<file path="src/rtl/core/ifd_pkg.sv">
// Shared types and constants for the interleaved frame deframer.
`default_nettype none

package ifd_pkg;

    localparam logic [7:0] FRAME_MARK = 8'h24;

    typedef enum logic [1:0] {
        KIND_BYTE  = 2'd0,
        KIND_SET   = 2'd1,
        KIND_CLEAR = 2'd2,
        KIND_NONE  = 2'd3
    } kind_t;

    typedef enum logic [2:0] {
        PH_IDLE  = 3'd0,
        PH_MARK  = 3'd1,
        PH_CHAN  = 3'd2,
        PH_LENHI = 3'd3,
        PH_BODY  = 3'd4
    } phase_t;

    localparam logic OUT_TEXT    = 1'b0;
    localparam logic OUT_PAYLOAD = 1'b1;

    typedef struct packed {
        logic [1:0] kind;
        logic [3:0] connection;
        logic [7:0] data_byte;
        logic [7:0] reg_channel;
    } in_item_t;

    typedef struct packed {
        logic        out_kind;
        logic [3:0]  out_connection;
        logic [7:0]  out_channel;
        logic [7:0]  out_byte;
        logic [15:0] frame_length;
        logic        first_byte;
        logic        last_byte;
        logic        empty_frame;
    } out_item_t;

    typedef struct packed {
        phase_t      phase;
        logic [7:0]  channel;
        logic [15:0] length;
        logic [15:0] remaining;
    } ctx_t;

    typedef struct packed {
        ctx_t       ctx_next;
        logic       ctx_we;
        logic       reg_we;
        logic       reg_bit;
        logic [7:0] reg_ch;
        logic       need_reg;
        logic [7:0] look_ch;
        logic       res_valid;
        out_item_t  result;
    } step_t;

endpackage

`default_nettype wire

</file>
<file path="src/rtl/core/ifd_step.sv">
// Per-request parse step: next connection context and candidate result.
`default_nettype none

module ifd_step
    import ifd_pkg::*;
(
    input  wire in_item_t item,
    input  wire ctx_t     ctx,
    output      step_t    step
);

    logic [15:0] len_full;
    logic [15:0] rem_dec;
    logic        first_flag;
    logic        last_flag;

    assign len_full   = {ctx.length[15:8], item.data_byte};
    assign rem_dec    = ctx.remaining - 16'd1;
    assign first_flag = (ctx.remaining == ctx.length);
    assign last_flag  = (rem_dec == 16'd0);

    always_comb
    begin
        step           = '0;
        step.ctx_next  = ctx;
        step.reg_ch    = item.reg_channel;
        step.look_ch   = ctx.channel;
        step.result.out_connection = item.connection;
        unique case (kind_t'(item.kind))
            KIND_SET:
            begin
                step.reg_we  = 1'b1;
                step.reg_bit = 1'b1;
            end
            KIND_CLEAR:
            begin
                step.reg_we  = 1'b1;
                step.reg_bit = 1'b0;
            end
            KIND_NONE:
            begin
                step.ctx_we = 1'b0;
            end
            KIND_BYTE:
            begin
                unique case (ctx.phase)
                    PH_IDLE:
                    begin
                        if (item.data_byte == FRAME_MARK)
                        begin
                            step.ctx_next.phase = PH_MARK;
                            step.ctx_we         = 1'b1;
                        end
                        else
                        begin
                            step.res_valid          = 1'b1;
                            step.result.out_kind    = OUT_TEXT;
                            step.result.out_byte    = item.data_byte;
                            step.result.last_byte   = 1'b1;
                        end
                    end
                    PH_MARK:
                    begin
                        step.ctx_next.channel = item.data_byte;
                        step.ctx_next.phase   = PH_CHAN;
                        step.ctx_we           = 1'b1;
                    end
                    PH_CHAN:
                    begin
                        step.ctx_next.length = {item.data_byte, 8'd0};
                        step.ctx_next.phase  = PH_LENHI;
                        step.ctx_we          = 1'b1;
                    end
                    PH_LENHI:
                    begin
                        step.ctx_next.length    = len_full;
                        step.ctx_next.remaining = len_full;
                        step.ctx_we             = 1'b1;
                        if (len_full != 16'd0)
                        begin
                            step.ctx_next.phase = PH_BODY;
                        end
                        else
                        begin
                            step.ctx_next.phase      = PH_IDLE;
                            step.res_valid           = 1'b1;
                            step.need_reg            = 1'b1;
                            step.result.out_kind     = OUT_PAYLOAD;
                            step.result.out_channel  = ctx.channel;
                            step.result.first_byte   = 1'b1;
                            step.result.last_byte    = 1'b1;
                            step.result.empty_frame  = 1'b1;
                        end
                    end
                    PH_BODY:
                    begin
                        step.ctx_next.remaining = rem_dec;
                        step.ctx_we             = 1'b1;
                        if (last_flag)
                        begin
                            step.ctx_next.phase = PH_IDLE;
                        end
                        step.res_valid           = 1'b1;
                        step.need_reg            = 1'b1;
                        step.result.out_kind     = OUT_PAYLOAD;
                        step.result.out_channel  = ctx.channel;
                        step.result.out_byte     = item.data_byte;
                        step.result.frame_length = ctx.length;
                        step.result.first_byte   = first_flag;
                        step.result.last_byte    = last_flag;
                    end
                    default:
                    begin
                        step.ctx_next.phase = PH_IDLE;
                        step.ctx_we         = 1'b1;
                    end
                endcase
            end
        endcase
    end

endmodule

`default_nettype wire

</file>
<file path="config.mk">
export PLATFORM = sky130hd
export DESIGN_NAME = ifd_step
export DESIGN_NICKNAME = d
export VERILOG_FILES = /design/src/rtl/core/ifd_pkg.sv /design/src/rtl/core/ifd_step.sv
export SDC_FILE = /design/constraint.sdc
export NUM_CORES = 1
export LEC_CHECK = 0
export ABC_AREA = 1
export BUFFER_PORTS_ARGS = -buffer_cell sky130_fd_sc_hd__buf_2
export CAP_MARGIN = 15
export CORE_MARGIN = 10
export CORE_UTILIZATION = 35
export DETAILED_ROUTE_END_ITERATION = 8
export PLACE_DENSITY = 0.76
export SETUP_SLACK_MARGIN = 0.02
export SYNTH_ARGS = -nofsm -noshare
export SYNTH_HDL_FRONTEND = slang
export SYNTH_SLANG_ARGS = --single-unit
export TNS_END_PERCENT = 100
</file>
<file path="constraint.sdc">
create_clock -name vclk -period 1.4
set_input_delay 0.07 -clock vclk [all_inputs]
set_output_delay 0.07 -clock vclk [all_outputs]
set_load 0.005 [all_outputs]
</file>
==> metrics <==
DP Area=3090 sq um; final worst slack=-0.168 ns; kind of end point of the critical path=primary output; n_diodes=0; met1 Use GR=a little under a quarter; critical path class=input port to primary output; via count of the first global-routing pass=approximately 3,300; Power, Total=0.870 mW; Rel. slew slack=between 80 and 90%; Final #Nets=between 600 and 700; initial antenna violation count=0; period utilization=112%; Crit path max-delay family=simple AND/OR/NAND/NOR gates; largest net degree at the start of global routing=13; Area Overhead vs Synth=85.5%; outcome=complete, but fails checks; crit path max-delay cell type=nor2_4; DP Cell Count=about 640; max-cap viol count=0; switching share of total power=52.8%; Fmax=~640 MHz; hpwl dp=between 8000 and 9000 um; Routed WL per cell=16.1 um; FF+latch count=0; leakage power=1.99 nW; Residual DRC=0; gr usage total=21.3%; count of input and output buffers=roughly 150; worst min-delay path category=input port to primary output; Gate power share=100.0%; DIE AREA=8740 sq um; DRT iter0 DRCs=approximately 140; Final Hold Vio Count=0; sequential area share after synthesis=0%; initial cell density of the core=36.6%; Synth warnings=0; clock share of power=0%; Synth top area share=18.3%; number of clock buffers in the layout=0; die width=a little over 90 um; Int Pwr=0.411 mW; Min Hold Slack=0.140 ns; Power Density=248 nW/um^2; Worst Path Required=1.33 ns; CP cell instances=buf_8, nor2_4, nand2_8, nor2_4, buf_4, nand3_1, nand2_2, nor2_2, nand2_2, nor2_4, nand2_1, nand2_1, nand2_1, nand2_1, nand2_1, buf_2; synthesized area=approximately 1900 sq um; fraction of layout cells with a size suffix above 1=about 56%; Detail Route Antenna Nets=0; setup TNS=-0.695 ns; RSZ-0062 raised after global routing=yes; top post-synthesis cells by area=nand2_1 (18%), nor2_1 (13%), inv_1 (13%); hold buffers post-CTS=0; DP Worst Slack=-0.305 ns; Unique masters post-synth=27; Die Span Y=approximately 93 um; first-pass GRT wire length=between 15,000 and 20,000 um; routed wire length=10,400 um; Post-Synthesis Cells=~380; register area=0 sq um; slowest stage delay, CP=0.17 ns; vias per cell=4.94; final std cells w/o fill=647; Top Usage Layer GRT=met2; Final Util=about two thirds; routability congestion estimate=0.935; GR Layer Usage met3=5.20%; failing checks=negative setup slack; Max FO, Critical Path=4; gr ovfl total=0; Synth area leader=nand2_1; sequential cell fraction of total power=0%; CP Buf/Inv Count=3; fin area=3510 sq um; Rows=26; Synthesized Nets=444; Setup Viol. Count Final=14; worst vdd ir=0.000169 V; Psw=approximately 0.46 mW; IO Pins=between 150 and 200; met2 Resource Use GR=roughly two fifths; CP Launch Type=input port; cell mode on critical path=nand2_1; fin crit period=1.57 ns; drt pass-1 iters=4; worst path arrival time=1.50 ns; Worst-Margin Slew=just under 0.3 ns; Slew Limit Fails=0; Core Box Area=5170 sq um; Mapped Avg Cell Area=5.04 sq um; routed vias=3,198
==> synthesized netlist by cell type <==
cell type  count
xnor2_1        8
o21ai_0       22
nand3_1       12
nor3_1         6
nor2_1        64
nand2_1       92
buf_4         21
nor2_2        17
o221ai_1       9
inv_1         63
nor4_1         2
a21oi_1       10
o211ai_1       7
inv_4          3
xor2_1         7
o2111ai_1      1
ha_1           4
buf_2          2
and2_1         1
nand2_2        2
nand2_4        1
nor2_8         2
nand4_1        6
a21oi_2        1
inv_2          4
nor2_4         4
clkbuf_1       4
==> power groups by stage <==
stage | sequential [mW] | combinational (mW) | clock, mW
final | 0 | 0.870 | 0
after global routing | 0 | 0.944 | 0
after CTS | 0 | 0.797 | 0
after detailed placement | 0 | 0.746 | 0
after global placement | 0 | 0.733 | 0
after floorplan | 0 | 0.341 | 0
==> path summary, 6_finish.rpt <==
path,startpoint,to,slack (ns),depth (start not counted)
setup / recovery,ctx[1],step[103],-0.17,16
hold / removal,item[16],step[35],0.14,0
==> cell families (layout without fill, tap and decap cells) <==
kind of cell	count (synthesis)	after routing	synth area share (%)
buffers and inverters	97	299	24.0
AND/OR/NAND/NOR	209	209	50.1
XOR/XNOR	15	15	6.95
AO/OA/AOI/OAI	50	50	16.3
adder cells (fa/ha/maj)	4	4	2.65
==> cell usage in the layout, fill, tap and decap left out, drive strengths merged <==
master,count
a21oi,11
and2,1
buf,229
ha,4
inv,70
nand2,95
nand3,12
nand4,6
nor2,87
nor3,6
nor4,2
o2111ai,1
o211ai,7
o21ai,22
o221ai,9
xnor2,8
xor2,7
==> layout make-up <==
type | count | area, sq um
fill | 484 | 1670
inverter | 70 | 278
timing repair buffer | 229 | 1440
tap | 70 | 87.6
multi-input combinational | 278 | 1700
==> routing by layer <==
| metal | vias up | share of wire [%] |
|---|---|---|
| met1 | 1462 | 37 |
| met4 | 0 | 2.7 |
| li1 | 1556 | - |
| met3 | 27 | 9.9 |
| met2 | 153 | 50 |
| met5 | - | 0 |
==> repair_timing <==
item	in CTS	in global routing
gates cloned	0	0
setup endpoints to repair	62	70
pin swaps	19	22
gates resized for setup	37	66
buffers inserted	3	5
No activity file was read; power rests on OpenSTA's default activity.
