### config.mk
export PLATFORM = sky130hd
export DESIGN_NAME = ifd_ram
export DESIGN_NICKNAME = d
export VERILOG_FILES = /design/src/rtl/core/ifd_ram.sv
export SDC_FILE = /design/constraint.sdc
export NUM_CORES = 1
export LEC_CHECK = 0
export ABC_AREA = 1
export BUFFER_PORTS_ARGS = -buffer_cell sky130_fd_sc_hd__buf_2
export CORE_MARGIN = 5
export CORE_UTILIZATION = 50
export CTS_BUF_LIST = sky130_fd_sc_hd__clkbuf_4 sky130_fd_sc_hd__clkbuf_8
export DETAILED_ROUTE_END_ITERATION = 6
export GPL_TIMING_DRIVEN = 1
export PLACE_DENSITY = 0.67
export SKIP_CTS_REPAIR_TIMING = 1
export SYNTH_ARGS = -nofsm -noshare
export SYNTH_HDL_FRONTEND = slang
export SYNTH_SLANG_ARGS = --single-unit
### constraint.sdc
create_clock -name clk -period 2.69 [get_ports clk]
set_clock_uncertainty 0.1 [all_clocks]
set_input_delay 0.1345 -clock clk [delete_from_list [all_inputs] [get_ports clk]]
set_output_delay 0.1345 -clock clk [all_outputs]
set_load 0.05 [all_outputs]
### src/rtl/core/ifd_ram.sv
// Generic single-write, single-read RAM with registered read data.
`default_nettype none

module ifd_ram #(
    parameter int WIDTH  = 8,
    parameter int DEPTH  = 16,
    parameter int ADDR_W = (DEPTH > 1) ? $clog2(DEPTH) : 1
) (
    input  wire logic              clk,
    input  wire logic              wr_en,
    input  wire logic [ADDR_W-1:0] wr_addr,
    input  wire logic [WIDTH-1:0]  wr_data,
    input  wire logic              rd_en,
    input  wire logic [ADDR_W-1:0] rd_addr,
    output      logic [WIDTH-1:0]  rd_data
);

    logic [WIDTH-1:0] mem [DEPTH];
    logic [WIDTH-1:0] rd_data_reg;

    always_ff @(posedge clk)
    begin
        if (wr_en)
        begin
            mem[wr_addr] <= wr_data;
        end
        if (rd_en)
        begin
            rd_data_reg <= mem[rd_addr];
        end
    end

    assign rd_data = rd_data_reg;

endmodule

`default_nettype wire

==> summary.md, run 1 <==
| Metric | Value |
|---|---|
| # setup viols final | 0 |
| GRT Overall Usage | 19.02% |
| Hold Crit Depth | 1 |
| Met3 wire len | ~1100 um |
| Critical Path End Type | flop |
| Number of synthesis warnings | 0 |
| FF+latch count, synth | roughly 140 |
| Critical Path Start Type | input port |
| Setup WS pre-CTS | 0.6043 ns |
| Vias/cell | 5.210 |
| Worst R2R Setup Slack | roughly 1.4 ns |
| Row count | 39 |
| Critical path type | input port to flop |
| Largest register FFs | between 100 and 150 |
| Area growth from synthesis to layout | 9.459% |
| HPWL after DPL | roughly 8000 um |
| First-pass GRT wire length | 20,110 um |
| Die W | roughly 120 um |
| Post-synth EDFFs | 136 |
| Hold Path Origin | wr_data[0] |
| CORE AREA | 0.01142 mm2 |
| Metal1 wirelength | 5306 um |
| Routed via count | 3,824 |
| WL met2 | roughly 6200 um |
| CTS tree | built |
| Die Y | roughly 120 um |
| Drt first pass iters | 5 |
| Leakage power | roughly 2.7 nW |
| Family with the most delay on the worst path | buffers and inverters |
| FF-to-FF End | rd_data[5]$_DFFE_PP_ |
| Max IR drop VDD | around 0.00028 V |
| Final net count | just under 600 |
| Share of cells above drive strength 1 | under 10% |
| Largest net degree at the start of global routing | 65 |
| Number of H-tree levels | 4 |
| Status | finished clean |
| Worst Path Buf+Inv | 2 |
| Sequential share of the synthesized area | between 60% and 70% |
| Post-synth top cells | nand2_1, edfxtp_1, inv_1, nand3_1, nor2_1 |
| Top Metal Used | met4 |
| FF-to-FF Start | mem[9][5]$_DFFE_PP_ |
| Die ar. | approximately 0.014 mm2 |
| Max frequency | 605.0 MHz |
| Initial Utilization | 51.21% |
| Post-Route Setup TNS | 0 ns |
| Share of the synthesized area in the top cell type | 69.85% |
| Cell Pwr Density | 664.8 mW/mm2 |
| Clock transition at the registers of the reported paths | around 0.070 ns |
| Max-slew violations | 0 |
| Antenna Cells | 0 |
| Post-Syn Nets | 570 |
| Vias in the first global route | 3,639 |
| Cell variety after synth | 11 |
| Most common cell on crit path | nand3_1 |
| Initial antenna violation count | 0 |
| I/O Buffers | 26 |
| Num CTS Buffers | 17 |
| Global route total overflow | 0 |
| Fin. Hold Viols | 0 |
| Routed Antenna Nets | 0 |
| Hold Crit Endpoint | mem[7][0]$_DFFE_PP_ |
| Crit-path max cell delay | around 0.53 ns |
| Post-layout min period | 1.653 ns |
| Worst Path Max Fanout | 33 |
| Synthesized cell area | ~0.0058 mm2 |
| DR WL/cell | about 18 um |
| DRT iter0 DRCs | approximately 390 |
| PnR worst setup slack | a little over 1 ns |
| Crit path DAT | 1.74 ns |
| Pin slew with the least headroom to its limit | 0.9316 ns |
| WL final | approximately 13,000 um |
| Cell taking the most area after synthesis | edfxtp_1 |
| Worst slew margin | roughly 38% |
| IO Count | 27 |
| Worst-Skew Late Latency | between 0.4 and 0.5 ns |
| Syn avg cell area | about 11 um2 |
| Ordered list of cells on the worst path | buf_2 > inv_2 > nand3_1 > nand3_1 > nand3_1 > nand2_1 |
| Synth area leaders | edfxtp_1, nand2_1, nand3_1, inv_1, buf_6 |
| # DRC | 0 |
| Root Buffer | clkbuf_8 |
| Slowest-stage cell, CP | buf_2 |
| Worst Hold Class | input port to flop |
| Fin crit share | 61.44% |
| Worst path required time | 2.78 ns |
| Routability congestion estimate | between 0.8 and 0.9 |
| Clock Path Buffers | 2 |
| Synth Flop Type | edfxtp_1 |
| Instance count on the critical path | 6 |
| Syn Inst Count | about 550 |
| Count leader, synth | nand2_1 |
| RSZ-0062 raised after global routing | no |
| Max-Cap Viols | 0 |
| Async SR Flop Fraction | 0% |
| CTS Sinks | 136 |
| R2R cell count | 6 |
## logic make-up after synthesis
logic type,Yosys count,share of synthesized area (%)
DFF,136,69.85
buffers and inverters,126,9.394
and+or+nand+nor,289,20.76
## stage by stage
step	utilization [%]	power, mW	area (um2)	hold WS (ns)	cells
final	56.05	4.255	6400	0.01882	734
after global routing	56.05	4.415	6400	0.0004750	734
after detailed placement	52.72	2.754	6020	0.4012	700
after global placement	52.72	2.748	6020	0.4070	700
after floorplan	-	2.646	5847	0.1334	551
after CTS	55.87	4.282	6380	-0.07240	732
## how the worst max path moves through the flow
stage	start	to	slack [ns]
after floorplan	wr_addr[2]	mem[10][0]$_DFFE_PP_	1.50
after detailed placement	rd_addr[1]	rd_data[6]$_DFFE_PP_	0.60
final	rd_addr[1]	rd_data[6]$_DFFE_PP_	1.04
after global placement	rd_addr[1]	rd_data[5]$_DFFE_PP_	0.62
after global routing	rd_addr[1]	rd_data[6]$_DFFE_PP_	0.94
after CTS	rd_addr[1]	rd_data[6]$_DFFE_PP_	1.08
## layer usage
layer	up-vias	global-route usage, %
li1	1828	-
met1	1813	24.93
met2	160	29.99
met3	23	5.444
met4	0	7.742
met5	-	0
## cells in the final DEF (no fill, tap or decap), types with 4 or more instances in the layout
master,n
nand2_1,173
edfxtp_1,136
inv_1,100
nand3_1,97
buf_2,26
nor2_1,17
clkbuf_8,17
clkinv_2,5
clkinv_1,5
buf_4,4
## where the power goes
part / leakage, nW / internal [mW] / switching, mW
Combinational: 1.32 / 0.0758 / 0.234
Sequential: 1.24 / 2.39 / 0.0139
Clock: 0.187 / 0.817 / 0.728
## final cells by class
| cell class | instances | area [um2] |
|---|---|---|
| clock buffer | 19 | 249.0 |
| clock inverter | 13 | 111.4 |
| fill | 1008 | 5019 |
| inverter | 102 | 382.9 |
| multi-input combinational | 289 | 1214 |
| sequential | 136 | 4084 |
| tap | 143 | 178.9 |
| timing repair buffer | 32 | 180.2 |
(Power assumes the default switching activity.)
==> inputs of run 2 (changes only) <==
clock period = 1.6 ns   (was 2.69 ns; I/O delays follow)
==> run 2 against run 1 <==
Register-to-register slack worse by 1.1 ns. Global-route usage up 0.47 points. Largest power group unchanged. Sequential cell count unchanged. Worst setup slack worse by 0.73 ns. Sequential share of layout area down 2.2 points. Via count up 2.8%. Final area up 3.5%.
==> summary.md, run 2 (synthesis gave the netlist of run 1 again) <==
| Metric | Value |
|---|---|
| Initial Utilization | 51.21% |
| CP Launch Point | rd_data[5]$_DFFE_PP_ |
| CTS Sinks | around 140 |
| Hold Crit Depth | 4 |
| FF-to-FF Start | mem[9][1]$_DFFE_PP_ |
| Max-slew violations | 0 |
| Fin. Hold Viols | 0 |
| Routed Antenna Nets | 0 |
| GRT Overall Usage | between 10% and 20% |
| Max IR drop VDD | around 0.00058 V |
| Fillers | between 900 and 1,000 |
| IO Count | 27 |
| Max-Cap Viols | 0 |
| Largest net degree at the start of global routing | 33 |
| I/O Buffers | 26 |
| RSZ-0062 raised after global routing | no |
| Crit-path max cell delay | roughly 0.38 ns |
| Routed via count | 3,931 |
| WL final | ~13,000 um |
| Final net count | ~620 |
| Instance count on the critical path | 1 |
| Die Y | ~120 um |
| CTS tree | built |
| DRT iter0 DRCs | 376 |
| Critical path type | flop to primary output |
| Critical Path Start Type | flop |
| Root Buffer | clkbuf_8 |
| HPWL after DPL | 8011 um |
| Worst path required time | roughly 1.4 ns |
| Global route total overflow | 0 |
| CORE AREA | approximately 0.011 mm2 |
| Leakage power | ~2.9 nW |
| Family with the most delay on the worst path | flip-flops |
| Worst Path Buf+Inv | 1 |
| Met2 usage | 30.06% |
| Clock Path Buffers | 2 |
| PnR worst setup slack | just over 0.3 ns |
| Share of cells above drive strength 1 | between 10% and 20% |
| Ordered list of cells on the worst path | buf_2 |
| Largest register FFs | around 130 |
| Most used routing layer | met2 |
| Commonest non-fill, non-tap cells in the layout | nand2_1, edfxtp_1, inv_1 |
| Met3 usage | 5.253% |
| Critical Path End Type | primary output |
| Power Total | 6.973 mW |
| # DRC | 0 |
| Post-Layout Cell Count | between 700 and 800 |
| Antenna Cells | 0 |
| Slowest-stage cell, CP | edfxtp_1 |
| Max frequency | slightly below 800 MHz |
| Number of H-tree levels | 4 |
| Post-layout min period | around 1.3 ns |
| # setup viols final | 0 |
| First-pass GRT wire length | around 20,000 um |
| Cell Pwr Density | between 1000 and 1500 mW/mm2 |
| Fin crit share | between 80% and 90% |
| Setup WS pre-CTS | between 0.1 and 0.15 ns |
| Die ar. | about 0.014 mm2 |
| Commonest non-fill, non-tap cell in the layout | nand2_1 |
| Post-Route Setup TNS | 0 ns |
| Vias in the first global route | around 3,800 |
| Vias/cell | a little over 5 |
| Die W | 118.1 um |
| Routability congestion estimate | slightly below 0.8 |
| Crit path DAT | around 1.1 ns |
| Worst-Skew Late Latency | 0.45 ns |
| Row count | 39 |
| Status | finished clean |
| Worst hold margin | approximately 0.16 ns |
| Num CTS Buffers | 17 |
| R2R cell count | 6 |
| Met1 GRT Util | approximately a quarter |
| DR WL/cell | between 15 and 20 um |
| Area growth from synthesis to layout | 13.33% |
| Worst Hold Class | input port to flop |
| Hold Path Origin | wr_en |
| Placed cell count | between 700 and 800 |
| Worst slew margin | 56.46% |
| Worst Path Max Fanout | 1 |
| Initial antenna violation count | 0 |
| Drt first pass iters | 7 |
| Clock transition at the registers of the reported paths | 0.07 ns |
| Pin slew with the least headroom to its limit | about 0.65 ns |
[run 2: cell count changes in the layout (fill, tap and decap cells not counted)]
cell	change
buf_12	+3
dlygate4sd3_1	+8
clkinv_1	+3
buf_4	+16
clkbuf_4	-2
bufinv_16	-1
[run 2: through the flow]
step / cell area, um2 / utilization [%]
after floorplan: 5847 / -
after global placement: 6200 / 54.30
after detailed placement: 6200 / 54.30
after CTS: 6526 / 57.16
after global routing: 6626 / 58.03
final: 6626 / 58.03
[run 2: worst paths after layout]
kind	end	slack, ns
worst max-delay path	rd_data[5]	0.31
worst min-delay path	mem[1][0]$_DFFE_PP_	0.16
worst max register to register	rd_data[1]$_DFFE_PP_	0.33
worst min register to register	rd_data[0]$_DFFE_PP_	0.65
[run 2: cell type report]
cell class | instances | area (um2) | share of cell area (%)
multi-input combinational | 289 | 1214 | 18.32
timing repair buffer | 59 | 440.4 | 6.647
inverter | 102 | 382.9 | 5.778
clock inverter | 15 | 92.59 | 1.397
sequential | 136 | 4084 | 61.63
tap | 143 | 178.9 | 2.700
clock buffer | 17 | 234.0 | 3.531
[run 2: power breakdown]
| group | leakage [nW] | total (mW) | switching (mW) | internal, mW |
|---|---|---|---|---|
| Clock | 0.169 | 2.38 | 1.21 | 1.16 |
| Combinational | 1.47 | 0.565 | 0.400 | 0.164 |
| Sequential | 1.24 | 4.03 | 0.0221 | 4.01 |
| Total | 2.87 | 6.97 | 1.64 | 5.34 |
[run 2: metal layers]
layer	share of wire (%)	routed length [um]
met1	42	5384
met2	47	6047
met3	8.5	1096
met4	3.3	433
met5	0	0
